===== config.mk =====
export PLATFORM = sky130hd
export DESIGN_NAME = cpu8_subset_execute_unit
export DESIGN_NICKNAME = d
export VERILOG_FILES = /design/src/sv/cse_pkg.sv /design/src/sv/cse_addr_gen.sv /design/src/sv/cse_exec_logic.sv /design/src/sv/cpu8_subset_execute_unit.sv
export SDC_FILE = /design/constraint.sdc
export NUM_CORES = 1
export LEC_CHECK = 0
export BUFFER_PORTS_ARGS = -buffer_cell sky130_fd_sc_hd__buf_4
export CORE_MARGIN = 5
export CORE_UTILIZATION = 25
export DETAILED_ROUTE_END_ITERATION = 6
export GPL_TIMING_DRIVEN = 0
export SETUP_SLACK_MARGIN = 0.3
export SLEW_MARGIN = 15
export SYNTH_ARGS = -nofsm -noshare
export SYNTH_HDL_FRONTEND = slang
export SYNTH_SLANG_ARGS = --single-unit

===== constraint.sdc =====
create_clock -name clk -period 3.1 [get_ports clk]
set_clock_uncertainty 0.1 [all_clocks]
set_input_delay 0.62 -clock clk [delete_from_list [all_inputs] [get_ports clk]]
set_output_delay 0.62 -clock clk [all_outputs]
set_load 0.005 [all_outputs]

===== src/sv/cse_pkg.sv =====
// ---------------------------------------------------------------------------
// cse_pkg
// Shared types and codes of the 8-bit cpu subset execute unit.
// ---------------------------------------------------------------------------
`default_nettype none

package cse_pkg;

	localparam int unsigned OP_W   = 6;
	localparam int unsigned MODE_W = 2;
	localparam int unsigned BYTE_W = 8;
	localparam int unsigned ADDR_W = 16;

	localparam int unsigned IN_W  = OP_W + MODE_W + 3 * BYTE_W + ADDR_W;
	localparam int unsigned OUT_W = 56;

	localparam logic [OP_W-1:0] OP_CMP = 6'd0;
	localparam logic [OP_W-1:0] OP_CPX = 6'd1;
	localparam logic [OP_W-1:0] OP_CPY = 6'd2;
	localparam logic [OP_W-1:0] OP_ADC = 6'd3;
	localparam logic [OP_W-1:0] OP_SBC = 6'd4;
	localparam logic [OP_W-1:0] OP_INC = 6'd5;
	localparam logic [OP_W-1:0] OP_INX = 6'd6;
	localparam logic [OP_W-1:0] OP_INY = 6'd7;
	localparam logic [OP_W-1:0] OP_DEC = 6'd8;
	localparam logic [OP_W-1:0] OP_DEX = 6'd9;
	localparam logic [OP_W-1:0] OP_DEY = 6'd10;
	localparam logic [OP_W-1:0] OP_CLC = 6'd11;
	localparam logic [OP_W-1:0] OP_CLV = 6'd12;
	localparam logic [OP_W-1:0] OP_SEC = 6'd13;
	localparam logic [OP_W-1:0] OP_LDA = 6'd14;
	localparam logic [OP_W-1:0] OP_STA = 6'd15;
	localparam logic [OP_W-1:0] OP_STX = 6'd16;
	localparam logic [OP_W-1:0] OP_STY = 6'd17;
	localparam logic [OP_W-1:0] OP_LDX = 6'd18;
	localparam logic [OP_W-1:0] OP_LDY = 6'd19;
	localparam logic [OP_W-1:0] OP_BCS = 6'd22;
	localparam logic [OP_W-1:0] OP_BCC = 6'd23;
	localparam logic [OP_W-1:0] OP_BMI = 6'd24;
	localparam logic [OP_W-1:0] OP_BPL = 6'd25;
	localparam logic [OP_W-1:0] OP_BVS = 6'd26;
	localparam logic [OP_W-1:0] OP_BVC = 6'd27;
	localparam logic [OP_W-1:0] OP_BEQ = 6'd28;
	localparam logic [OP_W-1:0] OP_BNE = 6'd29;
	localparam logic [OP_W-1:0] OP_JMP = 6'd30;
	localparam logic [OP_W-1:0] OP_TXA = 6'd31;
	localparam logic [OP_W-1:0] OP_TAX = 6'd32;
	localparam logic [OP_W-1:0] OP_TYA = 6'd33;
	localparam logic [OP_W-1:0] OP_TAY = 6'd34;

	localparam logic [MODE_W-1:0] MODE_IMM = 2'd0;
	localparam logic [MODE_W-1:0] MODE_ZP  = 2'd1;
	localparam logic [MODE_W-1:0] MODE_REL = 2'd2;
	localparam logic [MODE_W-1:0] MODE_ABS = 2'd3;

	typedef struct packed {
		logic [OP_W-1:0]   op;
		logic [MODE_W-1:0] mode;
		logic [BYTE_W-1:0] operand_low;
		logic [BYTE_W-1:0] operand_high;
		logic [ADDR_W-1:0] pc;
		logic [BYTE_W-1:0] mem_data;
	} instr_t;

	typedef struct packed {
		logic [BYTE_W-1:0] acc;
		logic [BYTE_W-1:0] x_index;
		logic [BYTE_W-1:0] y_index;
		logic              carry;
		logic              zero;
		logic              negative;
		logic              overflow;
	} regs_t;

	typedef struct packed {
		logic              mem_write;
		logic [BYTE_W-1:0] mem_write_data;
		logic              branch_taken;
	} ctrl_t;

endpackage

`default_nettype wire


===== src/sv/cse_addr_gen.sv =====
// ---------------------------------------------------------------------------
// cse_addr_gen
// Effective address for the four addressing modes.
// ---------------------------------------------------------------------------
`default_nettype none

module cse_addr_gen (
	input  wire logic [cse_pkg::MODE_W-1:0] mode,
	input  wire logic [cse_pkg::BYTE_W-1:0] operand_low,
	input  wire logic [cse_pkg::BYTE_W-1:0] operand_high,
	input  wire logic [cse_pkg::ADDR_W-1:0] pc,
	output logic      [cse_pkg::ADDR_W-1:0] eff_address
);
	import cse_pkg::*;

	logic [ADDR_W-1:0] offset;

	assign offset = {{(ADDR_W-BYTE_W){operand_low[BYTE_W-1]}}, operand_low};

	always_comb begin
		unique case (mode)
			MODE_IMM: eff_address = pc + ADDR_W'(1);
			MODE_ZP:  eff_address = {{(ADDR_W-BYTE_W){1'b0}}, operand_low};
			MODE_REL: eff_address = pc + offset;
			MODE_ABS: eff_address = {operand_high, operand_low};
			default:  eff_address = {operand_high, operand_low};
		endcase
	end

endmodule

`default_nettype wire


===== src/sv/cse_exec_logic.sv =====
// ---------------------------------------------------------------------------
// cse_exec_logic
// Operation decode, byte alu, compares, branch test and next register state.
// ---------------------------------------------------------------------------
`default_nettype none

module cse_exec_logic (
	input  wire logic [cse_pkg::OP_W-1:0]   op,
	input  wire logic [cse_pkg::BYTE_W-1:0] mem_data,
	input  wire cse_pkg::regs_t             cur,
	output cse_pkg::regs_t                  nxt,
	output cse_pkg::ctrl_t                  ctrl
);
	import cse_pkg::*;

	logic [BYTE_W-1:0] add_b;
	logic [BYTE_W:0]   sum;
	logic [BYTE_W-1:0] cmp_reg;
	logic [BYTE_W:0]   diff;

	assign add_b = (op == OP_SBC) ? ~mem_data : mem_data;
	assign sum   = {1'b0, cur.acc} + {1'b0, add_b} + {{BYTE_W{1'b0}}, cur.carry};

	always_comb begin
		unique case (op)
			OP_CPX:  cmp_reg = cur.x_index;
			OP_CPY:  cmp_reg = cur.y_index;
			default: cmp_reg = cur.acc;
		endcase
	end

	assign diff = {1'b0, cmp_reg} - {1'b0, mem_data};

	always_comb begin
		nxt  = cur;
		ctrl = '0;
		unique case (op)
			OP_CMP, OP_CPX, OP_CPY: begin
				nxt.carry    = ~diff[BYTE_W];
				nxt.zero     = (diff[BYTE_W-1:0] == '0);
				nxt.negative = diff[BYTE_W-1];
			end
			OP_ADC, OP_SBC: begin
				nxt.acc      = sum[BYTE_W-1:0];
				nxt.carry    = sum[BYTE_W];
				nxt.zero     = (sum[BYTE_W-1:0] == '0);
				nxt.negative = sum[BYTE_W-1];
				nxt.overflow = (cur.acc[BYTE_W-1] ^ sum[BYTE_W-1])
					& (add_b[BYTE_W-1] ^ sum[BYTE_W-1]);
			end
			OP_INC: begin
				ctrl.mem_write      = 1'b1;
				ctrl.mem_write_data = mem_data + BYTE_W'(1);
			end
			OP_DEC: begin
				ctrl.mem_write      = 1'b1;
				ctrl.mem_write_data = mem_data - BYTE_W'(1);
			end
			OP_INX: nxt.x_index = cur.x_index + BYTE_W'(1);
			OP_INY: nxt.y_index = cur.y_index + BYTE_W'(1);
			OP_DEX: nxt.x_index = cur.x_index - BYTE_W'(1);
			OP_DEY: nxt.y_index = cur.y_index - BYTE_W'(1);
			OP_CLC: nxt.carry = 1'b0;
			OP_CLV: nxt.overflow = 1'b0;
			OP_SEC: nxt.carry = 1'b1;
			OP_LDA: nxt.acc = mem_data;
			OP_LDX: nxt.x_index = mem_data;
			OP_LDY: nxt.y_index = mem_data;
			OP_STA: begin
				ctrl.mem_write      = 1'b1;
				ctrl.mem_write_data = cur.acc;
			end
			OP_STX: begin
				ctrl.mem_write      = 1'b1;
				ctrl.mem_write_data = cur.x_index;
			end
			OP_STY: begin
				ctrl.mem_write      = 1'b1;
				ctrl.mem_write_data = cur.y_index;
			end
			OP_BCS: ctrl.branch_taken = cur.carry;
			OP_BCC: ctrl.branch_taken = ~cur.carry;
			OP_BMI: ctrl.branch_taken = cur.negative;
			OP_BPL: ctrl.branch_taken = ~cur.negative;
			OP_BVS: ctrl.branch_taken = cur.overflow;
			OP_BVC: ctrl.branch_taken = ~cur.overflow;
			OP_BEQ: ctrl.branch_taken = cur.zero;
			OP_BNE: ctrl.branch_taken = ~cur.zero;
			OP_JMP: ctrl.branch_taken = 1'b1;
			OP_TXA: nxt.acc = cur.x_index;
			OP_TAX: nxt.x_index = cur.acc;
			OP_TYA: nxt.acc = cur.y_index;
			OP_TAY: nxt.y_index = cur.acc;
			default: begin
				nxt  = cur;
				ctrl = '0;
			end
		endcase
	end

endmodule

`default_nettype wire


===== src/sv/cpu8_subset_execute_unit.sv =====
// ---------------------------------------------------------------------------
// cpu8_subset_execute_unit
// Execute stage of an 8-bit accumulator cpu subset, one instruction per item.
// ---------------------------------------------------------------------------
// Each accepted request is one decoded instruction. It is captured in an input
// register, executed against A, X, Y and the C, Z, N, V flags by byte-wide add,
// compare and mux logic, and its result is then registered in an output
// register. A new request can be taken every clock while the output is not
// stalled: the architectural registers update in the same edge that moves an
// instruction into the output register, so the next instruction sees them at
// once. The feedback through the 8-bit adder and flag logic sets the clock
// limit. Backpressure on the output side stalls both stages; the input stays
// ready whenever the output register is empty or being drained.
`default_nettype none

module cpu8_subset_execute_unit (
	input  wire logic                       clk,
	input  wire logic                       arst_n,
	input  wire logic                       s_tvalid,
	output logic                            s_tready,
	// op[5:0], mode[7:6], operand_low[15:8], operand_high[23:16],
	// pc[39:24], mem_data[47:40]
	input  wire logic [cse_pkg::IN_W-1:0]   s_tdata,
	output logic                            m_tvalid,
	input  wire logic                       m_tready,
	// eff_address[15:0], mem_write[16], mem_write_data[24:17],
	// branch_taken[25], acc_out[33:26], x_out[41:34], y_out[49:42],
	// carry_out[50], zero_out[51], negative_out[52], overflow_out[53], zero pad
	output logic      [cse_pkg::OUT_W-1:0]  m_tdata
);
	import cse_pkg::*;

	logic              valid_s1;
	logic [OP_W-1:0]   op_s1;
	logic [MODE_W-1:0] mode_s1;
	logic [BYTE_W-1:0] operand_low_s1;
	logic [BYTE_W-1:0] operand_high_s1;
	logic [ADDR_W-1:0] pc_s1;
	logic [BYTE_W-1:0] mem_data_s1;

	logic              valid_s2;
	logic [ADDR_W-1:0] eff_address_s2;
	ctrl_t             ctrl_s2;
	regs_t             regs_s2;

	regs_t             regs_q;
	regs_t             regs_nxt;
	ctrl_t             ctrl_nxt;
	logic [ADDR_W-1:0] eff_address;

	logic              out_ready;
	logic              advance;
	logic              s_accept;

	assign out_ready = ~valid_s2 | m_tready;
	assign advance   = valid_s1 & out_ready;
	assign s_tready  = ~valid_s1 | out_ready;
	assign s_accept  = s_tvalid & s_tready;

	always_ff @(posedge clk or negedge arst_n) begin
		if (!arst_n) begin
			valid_s1 <= 1'b0;
		end else if (s_tready) begin
			valid_s1 <= s_tvalid;
		end
	end

	always_ff @(posedge clk) begin
		if (s_accept) begin
			{mem_data_s1, pc_s1, operand_high_s1, operand_low_s1, mode_s1, op_s1}
				<= s_tdata;
		end
	end

	cse_addr_gen u_addr (
		.mode         (mode_s1),
		.operand_low  (operand_low_s1),
		.operand_high (operand_high_s1),
		.pc           (pc_s1),
		.eff_address  (eff_address)
	);

	cse_exec_logic u_exec (
		.op       (op_s1),
		.mem_data (mem_data_s1),
		.cur      (regs_q),
		.nxt      (regs_nxt),
		.ctrl     (ctrl_nxt)
	);

	// architectural registers
	always_ff @(posedge clk or negedge arst_n) begin
		if (!arst_n) begin
			regs_q <= '0;
		end else if (advance) begin
			regs_q <= regs_nxt;
		end
	end

	always_ff @(posedge clk or negedge arst_n) begin
		if (!arst_n) begin
			valid_s2 <= 1'b0;
		end else if (out_ready) begin
			valid_s2 <= valid_s1;
		end
	end

	always_ff @(posedge clk) begin
		if (advance) begin
			eff_address_s2 <= eff_address;
			ctrl_s2        <= ctrl_nxt;
			regs_s2        <= regs_nxt;
		end
	end

	assign m_tvalid = valid_s2;
	assign m_tdata  = {
		2'b00,
		regs_s2.overflow,
		regs_s2.negative,
		regs_s2.zero,
		regs_s2.carry,
		regs_s2.y_index,
		regs_s2.x_index,
		regs_s2.acc,
		ctrl_s2.branch_taken,
		ctrl_s2.mem_write_data,
		ctrl_s2.mem_write,
		eff_address_s2
	};

endmodule

`default_nettype wire


=== Word level (Yosys, flattened, before mapping) ===
Index checks and enable logic that the tools add are counted.

* Bits in registers: 132
* Bits of input ports: 52
* Output and inout bits: 58
* Logic and storage cells: 104

* Add/subtract/negate cells: 11
* Equal/unequal tests: 35
* Mux-type cells: 11
* Bitwise logic cells: 15
* Reductions and logical operators: 6

{| class="wikitable"
|+ Operators by type and width
! kind !! count
|-
| case mux 8 bit (4 select lines) || 3
|-
| == test 6 x 5 -> 1 bit (second input constant) || 14
|-
| case mux 16 bit (4 select lines) || 1
|-
| == test 6 x 4 -> 1 bit (second input constant) || 8
|-
| case mux 9 bit (5 select lines) || 1
|-
| adder 8 x 1 -> 8 bit (second input constant) || 3
|-
| == test 6 x 3 -> 1 bit (second input constant) || 4
|-
| subtractor 8 x 1 -> 8 bit (second input constant) || 3
|-
| == test 6 bit (second input constant) || 3
|-
| adder 16 x 1 -> 16 bit (second input constant) || 1
|-
| adder 16 bit || 1
|-
| zero test 8 bit || 2
|-
| case mux 8 bit (2 select lines) || 1
|-
| == test 6 x 2 -> 1 bit (second input constant) || 2
|-
| adder 8 x 8 -> 9 bit || 1
|-
| adder 9 x 1 -> 9 bit || 1
|-
| case mux 1 bit (9 select lines) || 1
|-
| subtractor 8 x 8 -> 9 bit || 1
|-
| two-way mux 8 bit || 1
|-
| inverter 8 bit || 1
|-
| inverter 1 bit || 7
|-
| == test 6 x 1 -> 1 bit (second input constant) || 1
|-
| zero test 6 bit || 1
|-
| == test 2 bit (second input constant) || 2
|-
| 10 further kinds || 14
|}

=== Depth between registers and ports, before layout ===
* Depth after elaboration: 7
* Mapped depth: 15
* Gate-level depth less buffers: 13

=== By module ===
A second synthesis with hierarchy kept.

* Cells, all modules: 734
* Area, all modules: 8147.8 um^2

{| class="wikitable"
|+ Modules (own cells, without submodules)
! module !! times used !! cells each !! area each (um^2) !! sequential area each (um^2)
|-
| cpu8_subset_execute_unit || 1 || 173 || 4261.6 || 3813.7
|-
| cse_exec_logic || 1 || 441 || 3027.9 || 0.0
|-
| cse_addr_gen || 1 || 120 || 858.3 || 0.0
|}

=== Worst setup path before layout ===
Ideal clock, no wire load.

* Path kind: reg-to-reg
* Start: reg op_s1[4]
* End: reg regs_s2 (netlist bit m_tdata[51]), data pin
* Library setup time: 0.135 ns
* Data arrival time: 3.131 ns
* Data required time: 2.865 ns
* Path slack: -0.267 ns
* Stages on the path, launching flop included: 15
* Buffers on the path: 1
* Period minus slack after synthesis: 3.367 ns
* Cells stage by stage: edfxtp_1 -> buf_4 -> nor2_1 -> and3_1 -> nand2_1 -> a222oi_1 -> ha_1 -> inv_1 -> fa_1 -> xor2_1 -> nor4b_1 -> o211ai_1 -> nor4_1 -> nand3_1 -> nand3_1

{| class="wikitable"
|+ RTL lines
! what !! RTL line !! text
|-
| start: declaration || cpu8_subset_execute_unit.sv:34 || <nowiki>logic [OP_W-1:0] op_s1;</nowiki>
|-
| end signal: assignment || cpu8_subset_execute_unit.sv:112 || <nowiki>regs_s2 <= regs_nxt;</nowiki>
|-
| end: declaration || cpu8_subset_execute_unit.sv:44 || <nowiki>regs_t regs_s2;</nowiki>
|}

==> results.cfg <==
[clock_network]
cts_tree = yes
cts_hold_buf = 0
cts_inserted_buffers = 17
cts_max_level = 4
insertion_delay_ns = 0.43
cts_buffer_depth = 2
cts.sinks = 132
clk_pin_slew_ns = 0.07
cts-root-buf = clkbuf_16

[worst_setup_path]
r2r_cells = 15
worstSetupPathType = register to register
critPathCaptureType = register
cp_num_buf_inv = 4
r2r_slack_ns = -0.19
cp.required_ns = 3.18
critPathLaunchType = register
cp_slowest_cell = edfxtp_1
cpPeakStageDelay_ns = 0.38
cp_top_family = adder cells
r2r_end = m_tdata[51]
crit_fanout = 8
path_cells = buf_6 > clkbuf_16 > nor2_4 > nand4b_1 > buf_6 > xor2_2 > fa_2 > inv_2 > fa_2 > a211oi_2 > o21bai_1 > a21oi_2 > xnor2_1 > nand4b_1 > nand3_1
arrival_ns = 3.37
r2r_start = op_s1[0]

[grt]
grt_max_degree = 43
track_usage = 0.1381
grt-busiest-layer = met2
antenna_found_initial = 0
grt_util_met3 = 0.04064
use_met1 = 0.1686
grt_pass1_vias = 7111
grt.overflow.total = 0
use_met2 = 0.2333
grt_pass1_wl_um = 39270

[final_layout]
fill_cells = 3226
drive_above_1_share = 0.4178
mostFrequentLayoutCells = buf_4 (178), edfxtp_1 (102), nand2_1 (60)
layout_commonest_cell = buf_4
antenna_cells = 0
nets = 1093
layout.cells.non_filler = 1440
area_delta_synth_final_pct = 45.73
postLayoutCoreUtil = 0.3679

[timing]
max-slew-margin-rel = 0.3546
setup_viol = 13
finalCritPeriodShare = 1.061
worstMarginPinSlew_ns = 0.9608
layout_min_cycle_time_ns = 3.289
fmax_mhz = 304.0
grt_setup_unrepaired = yes
final_max_slew_viol_count = 0
hold_viol = 0
layout_setup_ws_ns = -0.1891
tns_ns = -1.622

[detailed_routing]
drc = 0
ant_nets = 0
drtIter0Drc = 664
routed_via_density = 4.978
vias = 7168
wirelength_um = 26400
avgRoutedWirePerCell_um = 18.33
drt_first_pass_iters = 6

[job]
drv_cap = 0

[outcome]
status = complete, but fails checks
violations = negative setup slack

[synth]
synth_warnings = 0
ys_ff_latch = 132
async_flop_share = 0.2273
synth_top_area_frac = 0.3748
synthTopCellsByArea = edfxtp_1 (37%), dfrtp_1 (9.2%), ha_1 (7.3%)
synth_cells = 774
avgSynthCellArea_um2 = 10.56
yosysSeqAreaShare = 0.4666
synth.largest_area_cell = edfxtp_1
yosys.cell_types.count = 74
syn-cell-area_mm2 = 0.008173
synth_edf_count = 102
synth_flop_cell = edfxtp_1

[placed_design]
place_congestion = 0.9293
dp_slack_ns = -0.6204
io_buffers = 107
placed_cells = 1326
place_hpwl_um = 17740

[floorplanning]
die-area_mm2 = 0.03641
start_util = 0.2525
fp-row-count = 66
die_w_um = 190.8
die_y_um = 190.8
core_mm2 = 0.03237
ios = 110

[min_path]
hp-class = input port to asynchronous set/reset pin

[pwr]
power.leakage_nw = 4.755
max-vdd-ir-drop_mv = 0.2848
pwr_density_cell_mw_per_mm2 = 579.6
power_mw = 6.903
power by group:
group | switching (mW) | internal (mW) | total (mW)
registers | 0.413 | 2.23 | 2.65
clock network | 0.853 | 1.11 | 1.96
logic | 1.13 | 1.17 | 2.30
total | 2.39 | 4.51 | 6.90
worst reg2reg max path, cell delays in order, from the launching register on:
cell	delay, ns
edfxtp_1	0.38
buf_6	0.15
clkbuf_16	0.14
nor2_4	0.08
nand4b_1	0.12
buf_6	0.18
xor2_2	0.15
fa_2	0.24
inv_2	0.04
fa_2	0.37
a211oi_2	0.26
o21bai_1	0.11
a21oi_2	0.14
xnor2_1	0.21
nand4b_1	0.26
nand3_1	0.10
layout make-up:
| cell class | count | area (um2) | area share |
|---|---|---|---|
| tap | 442 | 553.0 | 0.04643 |
| clock inverter | 14 | 128.9 | 0.01082 |
| clock buffer | 17 | 425.4 | 0.03572 |
| buffer | 33 | 257.7 | 0.02164 |
| sequential | 132 | 3814 | 0.3202 |
| timing repair buffer | 192 | 1554 | 0.1305 |
| inverter | 32 | 125.1 | 0.01051 |
| multi-input combinational | 578 | 5052 | 0.4242 |
how the worst max path moves through the flow:
stage / start / endpoint / cells past startpoint
detailed placement: op_s1[2] / m_tdata[24] / 11
floorplan: op_s1[0] / m_tdata[53] / 13
finish: op_s1[0] / m_tdata[51] / 15
global placement: op_s1[2] / m_tdata[24] / 11
global route: op_s1[3] / regs_q[2] / 15
CTS: op_s1[3] / m_tdata[51] / 15
logic make-up after synthesis:
| kind of cell | Yosys count | share of synthesized area |
|---|---|---|
| buffers and inverters | 65 | 0.03429 |
| muxes | 15 | 0.01990 |
| adders and majority gates | 55 | 0.09063 |
| AOI/OAI and AO/OA | 233 | 0.1983 |
| DFF | 132 | 0.4666 |
| and+or+nand+nor | 226 | 0.1395 |
| xor gates and xnor gates | 47 | 0.05037 |
| other | 1 | 0.0004588 |
metrics by stage:
stage / instance area (um2) / hold slack [ns]
finish: 11910 / 0.04029
global route: 11910 / 0.07011
CTS: 11320 / 0.06105
detailed placement: 9723 / 0.3875
global placement: 9672 / 0.3699
floorplan: 8315 / 0.2244
synthesized netlist by cell type (all sizes together), types with 9 or more instances:
cell type and count:
a222oi 27, xor2 16, buf 19, ha 48, dfrtp 30, o21ai 55, nor3 29, a22o 9
o21a 11, and2 10, edfxtp 102, nand2 65, a21oi 54, mux2 10, nor2 60, inv 31
nand2b 11, a221o 9, clkbuf 14, a21o 12, xnor2 31
metal layers:
metal | vias up | wire length (um) | part of all wire
li1 | 3379 | - | -
met1 | 3485 | 10590 | 0.40
met2 | 254 | 12930 | 0.49
met3 | 50 | 2170 | 0.082
met4 | 0 | 708 | 0.027
met5 | - | 0 | 0
sequential cells by signal, summed over array words and instances, names as in the netlist:
name and flops:
operand_high_s1 8, mem_data_s1 8, m_tdata 38, operand_low_s1 8, op_s1 6, m_tvalid 1, regs_q 28, pc_s1 16
mode_s1 2, eff_address_s2 16, valid_s1 1
what timing repair did:
item / 4_1_cts / 5_1_grt
buffers inserted: 54 / 29
resized for setup: 137 / 77
pin swaps: 66 / 74
setup endpoints to repair: 58 / 56
Power figures use the tool's default switching activity.
